### src/design/phdva_pkg.sv
// Shared types, constants and codes for the piezo hit detector with voice assignment.
// No dependencies; every other design file imports this package.

package phdva_pkg;

   localparam int NUM_VOICES = 8;
   localparam int ADC_BITS   = 10;
   localparam int STAMP_BITS = 32;

   localparam int BUSY_W   = 8;
   localparam int THR_W    = 10;
   localparam int VEL_W    = 11;
   localparam int SGAIN_W  = 12;
   localparam int SEL_W    = 8;
   localparam int GAIN_W   = 22;
   localparam int VGAIN_W  = 22;
   localparam int VOICE_W  = 3;

   localparam int CSR_IDX_W  = 3;
   localparam int CSR_DATA_W = 12;

   localparam int VID_W   = (NUM_VOICES > 1) ? $clog2(NUM_VOICES) : 1;
   localparam int SCAN_W  = $clog2(NUM_VOICES + 1);
   localparam int VOX_W   = (VID_W > VOICE_W) ? VID_W : VOICE_W;
   localparam int BUSYX_W = (NUM_VOICES > BUSY_W) ? NUM_VOICES : BUSY_W;
   localparam int CMP_W   = (ADC_BITS > THR_W) ? ADC_BITS : THR_W;
   localparam int ADCX_W  = (ADC_BITS > 11) ? ADC_BITS : 11;

   localparam int PEAK_CLAMP = 1024;
   localparam int Q10_ONE    = 1024;
   localparam int Q10_SHIFT  = 10;

   localparam int Q_DEPTH = 2;
   localparam int QPTR_W  = $clog2(Q_DEPTH);
   localparam int QCNT_W  = $clog2(Q_DEPTH + 1);

   // register indexes on the csr port
   localparam logic [CSR_IDX_W-1:0] REG_RISE_THR  = 3'd0;
   localparam logic [CSR_IDX_W-1:0] REG_FALL_THR  = 3'd1;
   localparam logic [CSR_IDX_W-1:0] REG_VEL_SENS  = 3'd2;
   localparam logic [CSR_IDX_W-1:0] REG_SMP_GAIN  = 3'd3;
   localparam logic [CSR_IDX_W-1:0] REG_SMP_SEL   = 3'd4;

   localparam logic [THR_W-1:0]   RISE_THR_RST = 10'd50;
   localparam logic [THR_W-1:0]   FALL_THR_RST = 10'd40;
   localparam logic [VEL_W-1:0]   VEL_SENS_RST = 11'd1024;
   localparam logic [SGAIN_W-1:0] SMP_GAIN_RST = 12'd1024;
   localparam logic [SEL_W-1:0]   SMP_SEL_RST  = 8'd0;

   typedef enum logic [1:0] {
      PH_IDLE,
      PH_RISE,
      PH_FALL
   } phase_type;

   typedef enum logic [2:0] {
      BK_IDLE,
      BK_MUL,
      BK_SAT,
      BK_VGAIN,
      BK_FINISH
   } back_state_type;

   typedef struct packed {
      logic [THR_W-1:0]   rise_threshold;
      logic [THR_W-1:0]   fall_threshold;
      logic [VEL_W-1:0]   velocity_sensitivity;
      logic [SGAIN_W-1:0] sample_gain;
      logic [SEL_W-1:0]   sample_select;
   } cfg_type;

   typedef struct packed {
      logic                hit;
      logic [ADC_BITS-1:0] adc;
      logic [BUSY_W-1:0]   busy;
   } item_type;

   typedef struct packed {
      logic full;
      logic valid;
   } q_status_type;

endpackage

### src/design/phdva_front.sv
// Front end: accepts sample transactions, runs the idle/rise/fall phase machine
// and classifies each sample as hit or no hit. Uses phdva_pkg.

module phdva_front import phdva_pkg::*; (
   input  logic                clock,
   input  logic                reset,
   input  cfg_type             cfg,
   input  logic                req_valid,
   input  logic [ADC_BITS-1:0] req_adc_value,
   input  logic [BUSY_W-1:0]   req_voice_busy,
   input  logic                q_full,
   output logic                req_ready,
   output logic                push,
   output item_type            push_item
);

   phase_type           phase_ff, phase_in;
   logic [ADC_BITS-1:0] prev_ff, prev_in;
   logic                accept;
   logic                hit;
   logic [CMP_W-1:0]    adc_x, prev_x, rise_x, fall_x;
   phase_type           ph_a, ph_b;

   assign req_ready = !q_full;
   assign accept    = req_valid && req_ready;

   assign adc_x  = CMP_W'(req_adc_value);
   assign prev_x = CMP_W'(prev_ff);
   assign rise_x = CMP_W'(cfg.rise_threshold);
   assign fall_x = CMP_W'(cfg.fall_threshold);

   // next phase: all three checks may fire on the same sample
   always_comb begin
      ph_a = phase_ff;
      if (ph_a == PH_IDLE && adc_x > rise_x) begin
         ph_a = PH_RISE;
      end
      ph_b = ph_a;
      if (ph_a == PH_RISE && adc_x < prev_x) begin
         ph_b = PH_FALL;
      end
      phase_in = phase_ff;
      prev_in  = prev_ff;
      if (accept) begin
         prev_in  = req_adc_value;
         phase_in = ph_b;
         if (ph_b == PH_FALL && adc_x < fall_x) begin
            phase_in = PH_IDLE;
         end
      end
   end

   // outputs: hit classification
   always_comb begin
      hit = 1'b0;
      if ((phase_ff == PH_RISE || (phase_ff == PH_IDLE && adc_x > rise_x)) &&
          adc_x < prev_x) begin
         hit = 1'b1;
      end
      push           = accept;
      push_item.hit  = hit;
      push_item.adc  = req_adc_value;
      push_item.busy = req_voice_busy;
   end

   always_ff @(posedge clock) begin
      if (reset) begin
         phase_ff <= PH_IDLE;
         prev_ff  <= '0;
      end else begin
         phase_ff <= phase_in;
         prev_ff  <= prev_in;
      end
   end

endmodule

### src/design/phdva_queue.sv
// Two-entry transaction queue between the front and back ends.
// Uses phdva_pkg for the item type and depth.

module phdva_queue import phdva_pkg::*; (
   input  logic         clock,
   input  logic         reset,
   input  logic         push,
   input  item_type     push_item,
   input  logic         pop,
   output item_type     head,
   output q_status_type status
);

   item_type           mem_ff [Q_DEPTH];
   logic [QPTR_W-1:0]  wr_ptr_ff, wr_ptr_in;
   logic [QPTR_W-1:0]  rd_ptr_ff, rd_ptr_in;
   logic [QCNT_W-1:0]  count_ff, count_in;

   assign status.full  = (count_ff == QCNT_W'(Q_DEPTH));
   assign status.valid = (count_ff != '0);
   assign head         = mem_ff[rd_ptr_ff];

   always_comb begin
      wr_ptr_in = wr_ptr_ff;
      rd_ptr_in = rd_ptr_ff;
      count_in  = count_ff;
      if (push) begin
         wr_ptr_in = (wr_ptr_ff == QPTR_W'(Q_DEPTH - 1)) ? '0 : wr_ptr_ff + 1'b1;
      end
      if (pop) begin
         rd_ptr_in = (rd_ptr_ff == QPTR_W'(Q_DEPTH - 1)) ? '0 : rd_ptr_ff + 1'b1;
      end
      if (push && !pop) begin
         count_in = count_ff + 1'b1;
      end else if (pop && !push) begin
         count_in = count_ff - 1'b1;
      end
   end

   always_ff @(posedge clock) begin
      if (push) begin
         mem_ff[wr_ptr_ff] <= push_item;
      end
   end

   always_ff @(posedge clock) begin
      if (reset) begin
         wr_ptr_ff <= '0;
         rd_ptr_ff <= '0;
         count_ff  <= '0;
      end else begin
         wr_ptr_ff <= wr_ptr_in;
         rd_ptr_ff <= rd_ptr_in;
         count_ff  <= count_in;
      end
   end

endmodule

### src/design/phdva_back.sv
// Back end: gain arithmetic, voice choice with oldest-stamp search, stamp
// bookkeeping and the result register. Uses phdva_pkg.

module phdva_back import phdva_pkg::*; (
   input  logic                       clock,
   input  logic                       reset,
   input  cfg_type                    cfg,
   input  q_status_type               q_status,
   input  item_type                   q_head,
   output logic                       pop,
   input  logic                       rsp_ready,
   output logic                       rsp_valid,
   output logic                       rsp_hit,
   output logic signed [GAIN_W-1:0]   rsp_hit_gain,
   output logic [VOICE_W-1:0]         rsp_voice,
   output logic                       rsp_stolen,
   output logic [VGAIN_W-1:0]         rsp_voice_gain,
   output logic [SEL_W-1:0]           rsp_sample_id
);

   back_state_type state_ff, state_in;

   logic [ADC_BITS-1:0]   adc_ff;
   logic [BUSY_W-1:0]     busy_ff;

   logic signed [23:0]    prod1_ff;
   logic signed [GAIN_W-1:0] g_ff;
   logic [32:0]           prod2_ff;

   logic [STAMP_BITS-1:0] stamp_ff [NUM_VOICES];
   logic [STAMP_BITS-1:0] stamp_cnt_ff;
   logic [SCAN_W-1:0]     scan_idx_ff;
   logic [STAMP_BITS-1:0] low_ff;
   logic [VID_W-1:0]      oldest_ff;

   logic                  rsp_valid_ff, rsp_valid_in;
   logic                  hit_ff;
   logic signed [GAIN_W-1:0] hit_gain_ff;
   logic [VOICE_W-1:0]    voice_ff;
   logic                  stolen_ff;
   logic [VGAIN_W-1:0]    vgain_ff;
   logic [SEL_W-1:0]      sample_id_ff;

   logic out_free, scan_done, scan_run, load_zero, commit, start_hit;

   // arithmetic
   logic [ADCX_W-1:0]     adc_x;
   logic [10:0]           adc_clamp;
   logic signed [11:0]    peak;
   logic signed [11:0]    vel_s;
   logic signed [12:0]    fixed_term;
   logic signed [24:0]    gain_sum;
   logic signed [GAIN_W-1:0] gain_sat;
   logic [20:0]           g_pos;
   logic [22:0]           vg_raw;
   logic [VGAIN_W-1:0]    vg_sat;

   // voice choice
   logic [BUSYX_W-1:0]    busy_x;
   logic                  any_idle;
   logic [VID_W-1:0]      chosen_idle;
   logic [VID_W-1:0]      final_voice;
   logic [VOX_W-1:0]      final_voice_x;
   logic [STAMP_BITS-1:0] scan_stamp;

   assign out_free  = !rsp_valid_ff || rsp_ready;
   assign scan_done = (scan_idx_ff == SCAN_W'(NUM_VOICES));

   // next state
   always_comb begin
      state_in = state_ff;
      case (state_ff)
         BK_IDLE: begin
            if (q_status.valid && q_head.hit) begin
               state_in = BK_MUL;
            end
         end
         BK_MUL:    state_in = BK_SAT;
         BK_SAT:    state_in = BK_VGAIN;
         BK_VGAIN:  state_in = BK_FINISH;
         BK_FINISH: begin
            if (scan_done && out_free) begin
               state_in = BK_IDLE;
            end
         end
         default:   state_in = BK_IDLE;
      endcase
   end

   // control outputs
   always_comb begin
      pop       = 1'b0;
      load_zero = 1'b0;
      commit    = 1'b0;
      start_hit = 1'b0;
      scan_run  = 1'b0;
      case (state_ff)
         BK_IDLE: begin
            start_hit = q_status.valid && q_head.hit;
            load_zero = q_status.valid && !q_head.hit && out_free;
            pop       = start_hit || load_zero;
         end
         BK_FINISH: begin
            commit   = scan_done && out_free;
            scan_run = !scan_done;
         end
         default: begin
            scan_run = !scan_done;
         end
      endcase
   end

   // hit gain: fixed part plus peak-proportional part, then saturate
   always_comb begin
      adc_x      = ADCX_W'(adc_ff);
      adc_clamp  = (adc_x > ADCX_W'(PEAK_CLAMP)) ? 11'(PEAK_CLAMP) : adc_x[10:0];
      peak       = $signed({1'b0, adc_clamp}) - $signed({2'b00, cfg.rise_threshold});
      vel_s      = $signed({1'b0, cfg.velocity_sensitivity});
      fixed_term = 13'(Q10_ONE) - $signed({2'b00, cfg.velocity_sensitivity});
      gain_sum   = $signed({{2{fixed_term[12]}}, fixed_term, 10'b0})
                 + $signed({prod1_ff[23], prod1_ff});
      if (gain_sum > 25'sd2097151) begin
         gain_sat = 22'sh1FFFFF;
      end else if (gain_sum < -25'sd2097152) begin
         gain_sat = 22'sh200000;
      end else begin
         gain_sat = gain_sum[GAIN_W-1:0];
      end
      g_pos  = (g_ff > 22'sd0) ? g_ff[20:0] : '0;
      vg_raw = prod2_ff[32:Q10_SHIFT];
      vg_sat = vg_raw[22] ? '1 : vg_raw[VGAIN_W-1:0];
   end

   // highest-numbered idle voice; voices beyond the busy mask count as idle
   always_comb begin
      busy_x      = BUSYX_W'(busy_ff);
      any_idle    = 1'b0;
      chosen_idle = '0;
      for (int i = 0; i < NUM_VOICES; i++) begin
         if (!busy_x[i]) begin
            any_idle    = 1'b1;
            chosen_idle = VID_W'(i);
         end
      end
      final_voice   = any_idle ? chosen_idle : oldest_ff;
      final_voice_x = VOX_W'(final_voice);
      scan_stamp    = stamp_ff[scan_idx_ff[VID_W-1:0]];
   end

   assign rsp_valid_in = load_zero || commit || (rsp_valid_ff && !rsp_ready);

   // datapath registers, free running
   always_ff @(posedge clock) begin
      prod1_ff <= 24'(peak * vel_s);
      g_ff     <= gain_sat;
      prod2_ff <= 33'(g_pos * cfg.sample_gain);
      if (pop) begin
         adc_ff  <= q_head.adc;
         busy_ff <= q_head.busy;
      end
      if (start_hit) begin
         low_ff    <= stamp_ff[0];
         oldest_ff <= '0;
      end else if (scan_run && scan_stamp < low_ff) begin
         low_ff    <= scan_stamp;
         oldest_ff <= scan_idx_ff[VID_W-1:0];
      end
      if (load_zero) begin
         hit_ff       <= 1'b0;
         hit_gain_ff  <= '0;
         voice_ff     <= '0;
         stolen_ff    <= 1'b0;
         vgain_ff     <= '0;
         sample_id_ff <= '0;
      end else if (commit) begin
         hit_ff       <= 1'b1;
         hit_gain_ff  <= g_ff;
         voice_ff     <= final_voice_x[VOICE_W-1:0];
         stolen_ff    <= !any_idle;
         vgain_ff     <= vg_sat;
         sample_id_ff <= cfg.sample_select;
      end
   end

   always_ff @(posedge clock) begin
      if (reset) begin
         state_ff     <= BK_IDLE;
         rsp_valid_ff <= 1'b0;
         scan_idx_ff  <= SCAN_W'(NUM_VOICES);
         stamp_cnt_ff <= '0;
         for (int i = 0; i < NUM_VOICES; i++) begin
            stamp_ff[i] <= '0;
         end
      end else begin
         state_ff     <= state_in;
         rsp_valid_ff <= rsp_valid_in;
         if (start_hit) begin
            scan_idx_ff <= SCAN_W'(1);
         end else if (scan_run) begin
            scan_idx_ff <= scan_idx_ff + 1'b1;
         end
         if (commit) begin
            stamp_ff[final_voice] <= stamp_cnt_ff;
            stamp_cnt_ff          <= stamp_cnt_ff + 1'b1;
         end
      end
   end

   assign rsp_valid      = rsp_valid_ff;
   assign rsp_hit        = hit_ff;
   assign rsp_hit_gain   = hit_gain_ff;
   assign rsp_voice      = voice_ff;
   assign rsp_stolen     = stolen_ff;
   assign rsp_voice_gain = vgain_ff;
   assign rsp_sample_id  = sample_id_ff;

endmodule

### src/design/piezo_hit_detect_voice_assign.sv
// Top level of the piezo hit detector with voice assignment: csr registers,
// front end, queue and back end. Uses phdva_pkg, phdva_front, phdva_queue, phdva_back.
//
// One sample transaction in, one result transaction out. The front end takes a
// sample every cycle while the two-entry queue has room. In the back end a
// sample with no hit is answered from IDLE; a hit steps through MUL, SAT, VGAIN
// and FINISH, leaving FINISH once the oldest-stamp search, which compares one
// voice stamp per cycle while the two gain multiplies run alongside it, is done.
// The result sits in an output register, so a following hit starts while it waits.
// csr writes are taken every cycle and must only happen while the block is idle.

module piezo_hit_detect_voice_assign import phdva_pkg::*; (
   input  logic                       clock,
   input  logic                       reset,
   input  logic                       req_valid,
   output logic                       req_ready,
   input  logic [ADC_BITS-1:0]        req_adc_value,
   input  logic [BUSY_W-1:0]          req_voice_busy,
   output logic                       rsp_valid,
   input  logic                       rsp_ready,
   output logic                       rsp_hit,
   output logic signed [GAIN_W-1:0]   rsp_hit_gain,
   output logic [VOICE_W-1:0]         rsp_voice,
   output logic                       rsp_stolen,
   output logic [VGAIN_W-1:0]         rsp_voice_gain,
   output logic [SEL_W-1:0]           rsp_sample_id,
   input  logic                       csr_valid,
   output logic                       csr_ready,
   input  logic [CSR_IDX_W-1:0]       csr_index,
   input  logic [CSR_DATA_W-1:0]      csr_wdata
);

   cfg_type      cfg_ff, cfg_in;
   q_status_type q_status;
   item_type     push_item, q_head;
   logic         push, pop;

   assign csr_ready = 1'b1;

   always_comb begin
      cfg_in = cfg_ff;
      if (csr_valid && csr_ready) begin
         case (csr_index)
            REG_RISE_THR: cfg_in.rise_threshold       = csr_wdata[THR_W-1:0];
            REG_FALL_THR: cfg_in.fall_threshold       = csr_wdata[THR_W-1:0];
            REG_VEL_SENS: cfg_in.velocity_sensitivity = csr_wdata[VEL_W-1:0];
            REG_SMP_GAIN: cfg_in.sample_gain          = csr_wdata[SGAIN_W-1:0];
            REG_SMP_SEL:  cfg_in.sample_select        = csr_wdata[SEL_W-1:0];
            default:      cfg_in = cfg_ff;
         endcase
      end
   end

   always_ff @(posedge clock) begin
      if (reset) begin
         cfg_ff.rise_threshold       <= RISE_THR_RST;
         cfg_ff.fall_threshold       <= FALL_THR_RST;
         cfg_ff.velocity_sensitivity <= VEL_SENS_RST;
         cfg_ff.sample_gain          <= SMP_GAIN_RST;
         cfg_ff.sample_select        <= SMP_SEL_RST;
      end else begin
         cfg_ff <= cfg_in;
      end
   end

   phdva_front u_front (
      .clock          (clock),
      .reset          (reset),
      .cfg            (cfg_ff),
      .req_valid      (req_valid),
      .req_adc_value  (req_adc_value),
      .req_voice_busy (req_voice_busy),
      .q_full         (q_status.full),
      .req_ready      (req_ready),
      .push           (push),
      .push_item      (push_item)
   );

   phdva_queue u_queue (
      .clock     (clock),
      .reset     (reset),
      .push      (push),
      .push_item (push_item),
      .pop       (pop),
      .head      (q_head),
      .status    (q_status)
   );

   phdva_back u_back (
      .clock          (clock),
      .reset          (reset),
      .cfg            (cfg_ff),
      .q_status       (q_status),
      .q_head         (q_head),
      .pop            (pop),
      .rsp_ready      (rsp_ready),
      .rsp_valid      (rsp_valid),
      .rsp_hit        (rsp_hit),
      .rsp_hit_gain   (rsp_hit_gain),
      .rsp_voice      (rsp_voice),
      .rsp_stolen     (rsp_stolen),
      .rsp_voice_gain (rsp_voice_gain),
      .rsp_sample_id  (rsp_sample_id)
   );

   a_nohit_zero: assert property (@(posedge clock) disable iff (reset)
      rsp_valid && !rsp_hit |-> rsp_hit_gain == '0 && rsp_voice_gain == '0 &&
                                rsp_voice == '0 && !rsp_stolen && rsp_sample_id == '0)
      else $error("no-hit transaction carries non-zero fields");

   a_neg_gain: assert property (@(posedge clock) disable iff (reset)
      rsp_valid && rsp_hit && rsp_hit_gain <= 22'sd0 |-> rsp_voice_gain == '0)
      else $error("voice gain not clamped for non-positive hit gain");

   a_steal_hit: assert property (@(posedge clock) disable iff (reset)
      rsp_valid && rsp_stolen |-> rsp_hit)
      else $error("steal flagged without a hit");

   a_pop_valid: assert property (@(posedge clock) disable iff (reset)
      pop |-> q_status.valid)
      else $error("queue popped while empty");

endmodule
### config.mk
export PLATFORM = sky130hd
export DESIGN_NAME = piezo_hit_detect_voice_assign
export DESIGN_NICKNAME = d
export VERILOG_FILES = /design/src/design/phdva_pkg.sv /design/src/design/phdva_front.sv /design/src/design/phdva_queue.sv /design/src/design/phdva_back.sv /design/src/design/piezo_hit_detect_voice_assign.sv
export SDC_FILE = /design/constraint.sdc
export NUM_CORES = 2
export LEC_CHECK = 0
export BUFFER_PORTS_ARGS = -buffer_cell sky130_fd_sc_hd__buf_2
export CAP_MARGIN = 10
export CORE_MARGIN = 8
export CORE_UTILIZATION = 39
export CTS_CLUSTER_SIZE = 30
export DETAILED_ROUTE_END_ITERATION = 7
export PLACE_DENSITY = 0.6
export SETUP_SLACK_MARGIN = 0.1
export SLEW_MARGIN = 10
export SYNTH_ARGS = -nofsm -noshare
export SYNTH_HDL_FRONTEND = slang
export SYNTH_SLANG_ARGS = --single-unit
### constraint.sdc
create_clock -name clock -period 8.3 [get_ports clock]
set_input_delay 0.83 -clock clock [delete_from_list [all_inputs] [get_ports clock]]
set_output_delay 0.83 -clock clock [all_outputs]
set_load 0.02 [all_outputs]
==> results.md <==
- Status: finished, final reports clean
- Clock transition at path regs: 60 ps
- Top sig layer: met5
- IO Port Bufs: 96
- Crit Reg-Reg Startpoint: cfg_ff[42]
- Warnings, synthesis: 0
- Worst setup EP type: register
- Synthesized area: 38200 um2
- Layout area overhead: 10.7%
- Core area: 97700 um2
- # diodes: 0
- Crit Path Max Fanout: 11
- Met1 wire length: 44600 um
- Max-Cap Viols: 0
- Max-slew violations: 0
- Setup TNS: 0 ps
- IO Pins: 98
- Sw frac: 37.2%
- Clk Latency, worst-skew pair: 620 ps
- RSZ-0062 raised after global routing: no
- Critical path type: reg -> reg
- Starting Density: 39.1%
- Max Fclk: 132 MHz
- Number of synthesized flops with an enable pin: 344
- Total GRT Usage: 18.3%
- Worst-case reg-to-reg path depth: 27
- Buffer depth of the longest clock path: 3
- Flop2flop setup slack: 710 ps
- H-tree depth: 3
- Average wire per standard cell: 19.8 um
- Most frequent cell after synthesis: inv_1
- Die Span Y: 329 um
- Met3 wire len: 5590 um
- Hold WC Path Type: in -> reg
- Total number of vias: 25100
- CTS Root Cell: clkbuf_16
- Clock Skew: 28.0 ps
- Total CTS buffers: 70
- Core Rows: 115
- Detailed placement HPWL: 68200 um
- Power share of the clock group: 27.7%
- Post-synth net total: 4153
- Die area: 108000 um2
- Post-synth top area share: 27.0%
- Register area share after synthesis: 39.4%
- NumNets Final: 4168
- Vias in the first global route: 26200
- Synth top area cells: edfxtp_1, fa_1, dfxtp_1, ha_1, and2_1
- Cells after DPL: 4820
- Area after DPL: 40000 um2
- Largest area contributor in the netlist: edfxtp_1
- Largest net degree at the start of global routing: 65
- CP arrival: 8080 ps
- Gate power share: 38.3%
- Drt first pass iters: 6
- Top post-synthesis cells by count: inv_1, nand2_1, edfxtp_1
- Final Setup Violations: 0
- WHS Path Cells: 1
- Internal power: 7.04 mW
- Final Util: 43.3%
- Number of synthesized register bits: 581
- Slew of the pin with the lowest slew margin: 1180 ps
- Power density cells: 265 nW/um2
- Hold Vio Cnt, Final: 0
- Hold_sp: req_voice_busy[2]
- Initial antenna violation count: 3
- Die Wd: 329 um
- Final min period: 7590 ps
- Total congestion overflow: 0
- Min Hold Slack: 416 ps
- Synthesized area per cell: 10.6 um2
- Capturing point of the worst reg2reg path: u_back.prod1_ff[23]
- Fillcell total: 9177
- CTS tree: done
- Max-slew headroom: 21.3%
- First-pass GRT wire length: 154000 um
- Iter 0 DRT Violations: 1762
- WL met2: 45700 um
- Ys async rst share: 0%
- Top FF cell, synth: edfxtp_1
- Flop pwr share: 34.0%
- Netlist cell types: 79
- Non-Filler Instances: 4949
- Final Cycle Share: 91.5%
- Post-route DRC: 0
- Leak: 18.0 nW
- Worst Hold Path EP: u_queue.mem_ff[0][2]
- CTS sink cnt: 581
- Final instance area: 42300 um2
- Via density: 5.07
- Worst vdd ir: 203 uV
- Critical Path RT: 8790 ps
- Final WL: 98000 um
- Hold_buf cts: 0
- Crit start category: register
- Routability cong.: 0.849
- Detail Route Antenna Nets: 0
- Share of cells above drive strength 1: 12.4%
- Sw Pwr: 4.16 mW
- Synth Instances: 3590
-- layout make-up --
cell class	instances	area [um2]	share of cell area, %
Inverter	457	1720	4.06
Tap cell	1287	1610	3.81
Clock inverter	30	317	0.748
Timing Repair Buffer	149	881	2.08
Clock buffer	99	2010	4.76
Multi-Input combinational cell	2346	20700	48.9
Sequential cell	581	15100	35.6
-- critical path: stages (launching register included) --
cell and delay (ps):
dfxtp_1 350, inv_1 90, ha_1 280, nor2b_1 120, o21ai_0 220, a21boi_0 160
o21ai_0 250, a21boi_1 120, o21a_1 200, or4_1 460, o211ai_1 430, nand2_1 170
fa_1 540, inv_1 50, fa_1 520, fa_1 440, fa_1 540, inv_1 50
fa_1 520, inv_1 40, ha_1 350, nand3_1 100, a211oi_1 330, nor2_1 160
o311ai_1 500, a31o_2 240, a21oi_1 70, xnor2_1 130
-- kinds of logic (layout without fill, tap and decap cells) --
kind of cell / count (synthesis) / after routing / synth area share (%)
simple gates: 1242 / 1242 / 16.2
buf+inv: 663 / 735 / 6.64
flops: 581 / 581 / 39.4
fa+ha+maj: 525 / 525 / 23.4
compound gates: 320 / 320 / 5.47
mux: 157 / 157 / 6.47
xor+xnor: 101 / 101 / 2.33
other cells: 1 / 1 / 0.00981
-- routing by layer --
metal,vias to the layer above,global-route usage [%]
li1,11800,-
met1,12500,25.2
met2,628,30.0
met3,137,3.39
met4,2,4.61
met5,-,0
-- flip-flops by register name, summed over array words and instances, names as in the netlist, 10 cells and up, named ones only --
name	count
u_back.low_ff	32
u_back.stamp_cnt_ff	32
u_back.prod1_ff	24
u_back.g_ff	22
u_queue.mem_ff	38
u_back.adc_ff	10
u_back.rsp_voice_gain	22
cfg_ff	51
u_front.prev_ff	10
u_back.rsp_hit_gain	22
u_back.stamp_ff	256
u_back.prod2_ff	23
-- cell usage in the layout, fill, tap and decap left out, types with 32 or more instances in the layout --
cell type | Yosys | final
and3_1 | 66 | 66
nand2_1 | 453 | 453
edfxtp_1 | 344 | 344
xnor2_1 | 59 | 59
dfxtp_1 | 237 | 235
and2_1 | 330 | 330
ha_1 | 209 | 209
a21oi_1 | 126 | 126
nor3_1 | 72 | 63
buf_4 | 1 | 54
nor2b_1 | 39 | 39
fa_1 | 316 | 316
mux2_2 | 81 | 81
o21ai_0 | 43 | 43
clkbuf_16 | 0 | 71
inv_1 | 455 | 455
buf_2 | 11 | 95
nor2_1 | 149 | 147
mux4_2 | 64 | 64
o21a_1 | 42 | 42
xor2_1 | 41 | 41
a21o_1 | 32 | 32
-- worst max path at each step --
stage,startpoint,endpoint,slack [ps],cells past startpoint
6_report,cfg_ff[42],u_back.prod1_ff[23],710,27
5_1_grt,cfg_ff[42],u_back.prod1_ff[23],200,27
4_1_cts,cfg_ff[42],u_back.prod1_ff[23],530,27
3_5_place_dp,cfg_ff[42],u_back.prod1_ff[23],560,27
3_3_place_gp,cfg_ff[42],u_back.prod1_ff[23],810,27
2_1_floorplan,u_back.adc_ff[0],u_back.prod1_ff[22],1450,28
-- power groups by stage --
stage	logic (mW)	registers (mW)	clock network (mW)
after CTS	4.33	3.81	3.17
after floorplan	3.18	3.76	0
after global routing	4.80	3.86	3.26
after detailed placement	4.29	3.87	0
after global placement	4.28	3.86	0
final	4.28	3.81	3.11
-- through the flow --
stage          power [mW]  worst slack (ps)
2_1_floorplan        6.94              1450
3_3_place_gp         8.14               812
3_5_place_dp         8.16               555
4_1_cts              11.3               529
5_1_grt              11.9               196
6_report             11.2               709
-- repair_timing --
action                                  CTS  global route
endpoints found under the setup margin    0             1
resized for setup                         0             1
setup buffers                             0             0
No activity file was read; power rests on OpenSTA's default activity.
